File: src/hdl/imu_dr_pkg.sv
// Shared types, constants and register indexes for the IMU dead-reckoning integrator.
`default_nettype none
package imu_dr_pkg;

  localparam int AccW  = 24;
  localparam int QuatW = 16;
  localparam int StW   = 32;
  localparam int CfgIdxW = 3;
  localparam int CfgDataW = 24;
  localparam int DefQueueDepth = 2;

  localparam logic [CfgIdxW-1:0] RegGravX  = 3'd0;
  localparam logic [CfgIdxW-1:0] RegGravY  = 3'd1;
  localparam logic [CfgIdxW-1:0] RegGravZ  = 3'd2;
  localparam logic [CfgIdxW-1:0] RegDbLim  = 3'd3;
  localparam logic [CfgIdxW-1:0] RegDecay  = 3'd4;
  localparam logic [CfgIdxW-1:0] RegTStep  = 3'd5;

  localparam logic [22:0] DbLimReset = 23'd11796;
  localparam logic [15:0] DecayReset = 16'd58982;
  localparam logic [15:0] TStepReset = 16'd3277;

  // One queued sample: body acceleration and quaternion.
  typedef struct packed {
    logic signed [AccW-1:0]  ax;
    logic signed [AccW-1:0]  ay;
    logic signed [AccW-1:0]  az;
    logic signed [QuatW-1:0] qw;
    logic signed [QuatW-1:0] qx;
    logic signed [QuatW-1:0] qy;
    logic signed [QuatW-1:0] qz;
  } imu_sample_t;

endpackage : imu_dr_pkg
`default_nettype wire

File: src/hdl/imu_dr_queue.sv
// Short FIFO that decouples sample intake from the integration engine.
`default_nettype none
module imu_dr_queue
  import imu_dr_pkg::*;
#(
  parameter int Depth = DefQueueDepth
) (
  input  wire         clk,
  input  wire         rst_n,
  input  wire         wr_valid,
  output logic        wr_ready,
  input  imu_sample_t wr_data,
  output logic        rd_valid,
  input  wire         rd_ready,
  output imu_sample_t rd_data
);
  localparam int PtrW = (Depth > 1) ? $clog2(Depth) : 1;
  localparam int CntW = $clog2(Depth + 1);

  imu_sample_t mem_r [Depth];
  logic [PtrW-1:0] wp_r, rp_r;
  logic [CntW-1:0] cnt_r;
  logic wr_en, rd_en;

  assign wr_ready = (cnt_r != CntW'(Depth));
  assign rd_valid = (cnt_r != '0);
  assign wr_en    = wr_valid && wr_ready;
  assign rd_en    = rd_valid && rd_ready;
  assign rd_data  = mem_r[rp_r];

  // Store incoming item.
  always_ff @(posedge clk) begin
    if (wr_en) begin
      mem_r[wp_r] <= wr_data;
    end
  end

  // Advance pointers and occupancy.
  always_ff @(posedge clk) begin
    if (!rst_n) begin
      wp_r  <= '0;
      rp_r  <= '0;
      cnt_r <= '0;
    end else begin
      if (wr_en) begin
        wp_r <= (wp_r == PtrW'(Depth - 1)) ? '0 : wp_r + 1'b1;
      end
      if (rd_en) begin
        rp_r <= (rp_r == PtrW'(Depth - 1)) ? '0 : rp_r + 1'b1;
      end
      cnt_r <= cnt_r + CntW'(wr_en) - CntW'(rd_en);
    end
  end
endmodule : imu_dr_queue
`default_nettype wire

File: config.mk
export PLATFORM = sky130hd
export DESIGN_NAME = imu_dr_queue
export DESIGN_NICKNAME = d
export VERILOG_FILES = /design/src/hdl/imu_dr_pkg.sv /design/src/hdl/imu_dr_queue.sv
export SDC_FILE = /design/constraint.sdc
export NUM_CORES = 1
export LEC_CHECK = 0
export BUFFER_PORTS_ARGS = -buffer_cell sky130_fd_sc_hd__buf_2
export CORE_MARGIN = 1
export CORE_UTILIZATION = 40
export DETAILED_ROUTE_END_ITERATION = 10
export SYNTH_ARGS = -nofsm -noshare
export SYNTH_HDL_FRONTEND = slang
export SYNTH_SLANG_ARGS = --single-unit
File: constraint.sdc
create_clock -name clk -period 5.18 [get_ports clk]
set_clock_uncertainty 0.1 [all_clocks]
set_input_delay 0.518 -clock clk [delete_from_list [all_inputs] [get_ports clk]]
set_output_delay 0.518 -clock clk [all_outputs]
set_load 0.005 [all_outputs]
### Yosys cells after proc, flatten, opt, wreduce, memory -nomap -nowiden

Memory sizes are Yosys's and may differ from the RTL's. A register that Yosys moved wholly into a read port is not among the register bits.
Index checks and enable logic that the tools add are counted.

| storage, ports and cells | value |
|---|---|
| memory bits (writable) | 272 |
| flip-flop bits (word level) | 4 |
| bits of input ports | 140 |
| word-level logic and storage cells | 18 |
| memories | 1 |
| output and inout bits | 138 |

Memory list:

| memory | words | bits a word | read ports | clocked after memory_dff | write ports | line | RTL |
|---|---|---|---|---|---|---|---|
| mem_r | 2 | 136 | 1 | 1 | 1 | imu_dr_queue.sv:20 | `imu_sample_t mem_r [Depth];` |

| cells by class | value |
|---|---|
| add/sub/neg operators | 4 |
| mux-type cells | 6 |
| reductions and logical operators | 3 |
| eq/ne operators | 1 |

Operator list:

| kind | number |
|---|---|
| $mux W1 | 6 |
| $add A1 B1 Y1 const B | 2 |
| $add A2 B1 Y2 | 1 |
| $logic_and A1 B1 Y1 | 2 |
| $ne A2 B2 Y1 const B | 1 |
| $reduce_bool A2 Y1 | 1 |
| $sub A2 B1 Y2 | 1 |

### Longest topological paths before layout

| logic depth | value |
|---|---|
| word-level depth | 4 |
| gate-level depth with buffers | 6 |

### Least setup slack after synthesis

OpenSTA, ideal clock, no wires.

| timing | value |
|---|---|
| kind | register to register |
| start | register cnt_r[0] |
| end | memory mem_r[1][0] (netlist bit) (enable) |
| arrival | 3.792 ns |
| clock period less this slack | 4.404 ns |
| path slack | 0.776 ns |
| setup time | 0.512 ns |
| stages on the path, launching flop included | 3 |
| required time | 4.568 ns |
| path buffers | 0 |
| cells stage by stage | dfxtp_1 nand2b_1 and3_1 |

| on the way | value |
|---|---|
| word-level cells in the longest chain between the ends | 4 |

RTL lines:

| element | line | RTL |
|---|---|---|
| start, declared | imu_dr_queue.sv:22 | `logic [CntW-1:0] cnt_r;` |
| start signal, assigned | imu_dr_queue.sv:51 | `cnt_r <= cnt_r + CntW'(wr_en) - CntW'(rd_en);` |
| $ne A2 B2 Y1 | imu_dr_queue.sv:25 | `assign wr_ready = (cnt_r != CntW'(Depth));` |
| named net wr_ready | imu_dr_queue.sv:11 | `output logic wr_ready,` |
| $logic_and A1 B1 Y1 | imu_dr_queue.sv:27 | `assign wr_en = wr_valid && wr_ready;` |
| $mux W1 | imu_dr_queue.sv:33 | `if (wr_en) begin` |
| $mux W1 (not written as such) | imu_dr_queue.sv:34 | `mem_r[wp_r] <= wr_data;` |
| end, declared | imu_dr_queue.sv:20 |  |

The timed path passes the listed nets, and every way through them passes these cells.

==> metrics <==
setup TNS=0 ns; power per cell area=451 nW/µm²; gr ovfl total=0; post-synthesis instance area=10200 µm²; initial antenna violation count=2; H-tree levels=1; delay of the slowest critical-path stage=0.92 ns; gpl congestion=0.792; Min Hold Slack=0.0687 ns; post-cts resize count=0; Critical Path, Cell by Cell=buf_4, mux2_2, buf_2; final worst-path cycle share=61.3%; DP Worst Slack=2.43 ns; Post-DRT Antenna Nets=0; RSZ-0062 raised after global routing=no; first-pass GRT wire length=29600 µm; initial core utilization=between 40% and 50%; CTS tree=built; Hold-fix buffers, CTS=0; Net count, final=890; VDD IR-drop max=0.341 mV; DR pass1 iterations=5; Avg Synthesized Cell Area=22.6 µm²; largest net degree at the start of global routing=101; Synth Instances=452; LEAKAGE=slightly below 5 nW; First DRT Iteration DRCs=305; final count of negative-setup-slack endpoints=0; cts bufs inserted=29; crit path time final=3.17 ns; synth unique cells=24; all-layer global routing usage=14.5%; Setup crit start kind=flop; Die ar.=26200 µm²; clock sink count=277; Synth top area share=79.9%; Crit path max-delay family=flip-flops; vias per inst=4.70; critical path data required time=4.56 ns; Area Growth Syn to Fin=25.9%; IO Count=278; Synth Register Bits=approximately 280; Skew-Pair Late Insertion Delay=0.53 ns; Clock Tree Buf Depth=3; final worst slack=2.01 ns; WL/cell=between 15 and 20 µm; status=complete, no violations; die height=162 µm; Post-CTS Setup Bufs=0; share of layout cells above drive strength 1=60.0%; max-cap violations=0; input/output buffers=roughly 280; routed wire length=19600 µm; clk root buf=clkbuf_16; CP max FO=56; ys flop type=edfxtp_1; top cells by area, synth=edfxtp_1, mux2_2, mux2_4, dfxtp_1, buf_6; EDFF count, synth=272; asr flop ratio synth=0%; sequential fraction of the synthesis area=80.9%; critical path arrival=between 2 and 3 ns; area leader, netlist=edfxtp_1; Critical Path End Type=primary output; Slew HR=32.4%; vias in the first global route=5435; Post-DP HPWL=13000 µm; Core Region=between 20000 and 30000 µm²; worst path buffer plus inverter count=2; fin. max-slew vios=0; Die W=162 µm; DRC errors left=0; clock-pin slew on the worst setup and hold paths=roughly 0.060 ns; final hold vios=0; Vias=5185; Slowest cell on crit path=dfxtp_4; row cnt=58; Max Clock Freq=315 MHz; Syn Nets=593; YS warnings=0; HP Class=primary input to flop; worst slew pin tran=1.01 ns; critical path class=flop to primary output
==> report_power, final <==
| part | leakage, nW | internal (mW) | switching (mW) |
|---|---|---|---|
| Clock | 0.436 | 1.12 | 0.789 |
| Sequential | 2.59 | 2.73 | 0.113 |
| Combinational | 1.82 | 0.582 | 0.473 |
==> area by class of cell <==
cell class              instances  area (µm²)
flip-flops and latches        277        8270
well taps                     330         413
multi-input cells             159        1850
fillers                      2122       12200
clock inverters                13        93.8
clock buffers                  41         801
diodes                          1        2.50
inverters                       1        8.76
repair buffers                281        1440
==> through the flow <==
| step | instances | instance area [µm²] | power, mW | util, % |
|---|---|---|---|---|
| 2_1_floorplan | 452 | 10200 | 3.53 | - |
| 3_3_place_gp | 1048 | 12000 | 3.94 | 47.7 |
| 3_5_place_dp | 1048 | 12000 | 3.97 | 47.7 |
| 4_1_cts | 1102 | 12900 | 5.90 | 51.3 |
| 5_1_grt | 1102 | 12900 | 6.06 | 51.3 |
| 6_report | 1103 | 12900 | 5.81 | 51.3 |
==> synthesized netlist by cell type, drive strengths merged, types with 2 or more instances <==
cell type  number
buf            15
and2            3
dfxtp           5
a21bo           2
nor2            2
mux2          136
o21ai           2
edfxtp        272
nand2b          2
==> cell usage in the layout (no fill, tap or decap), types with 2 or more instances in the layout <==
cell type	instances
clkinv_2	4
clkbuf_16	29
clkbuf_8	3
and2_1	3
buf_4	2
nand2b_1	2
inv_6	2
nor2_1	2
dfxtp_1	4
a21bo_2	2
buf_12	2
buf_2	277
mux2_2	96
mux2_4	40
o21ai_0	2
edfxtp_1	272
clkbuf_1	9
clkinv_1	5
==> sequential cells by signal, indices dropped and copies added (netlist names), named ones only <==
register / count
mem_r: 272
cnt_r: 2
rp_r: 1
wp_r: 1
==> path summary, 6_finish.rpt <==
| path | from | endpoint | slack [ns] | cells past startpoint |
|---|---|---|---|---|
| setup / recovery | flop | rd_data[3] | 2.01 | 3 |
| hold / removal | wr_data[21] | mem_r[1][21] | 0.07 | 1 |
| setup reg to reg | cnt_r[0] | mem_r[0][2] | 2.43 | 4 |
| hold reg to reg | rp_r | flop | 0.48 | 2 |
==> routing by layer <==
metal	vias up	wire length, µm	track usage (%)
li1	2409	-	-
met3	19	1980	4.93
met5	-	13	0
met2	218	9360	23.8
met1	2537	8000	18.5
met4	2	241	3.34
==> kinds of logic (layout without fill, tap and decap cells) <==
logic type / Yosys count / count (layout) / synth area share [%]
DFF: 277 / 277 / 80.9
muxes: 137 / 137 / 16.5
buffers and inverters: 16 / 336 / 1.14
and+or+nand+nor: 13 / 13 / 0.722
AOI/OAI and AO/OA: 7 / 7 / 0.526
adders and majority gates: 1 / 1 / 0.122
xor gates and xnor gates: 1 / 1 / 0.0857
other: 0 / 1 / 0
(Power assumes the default switching activity.)
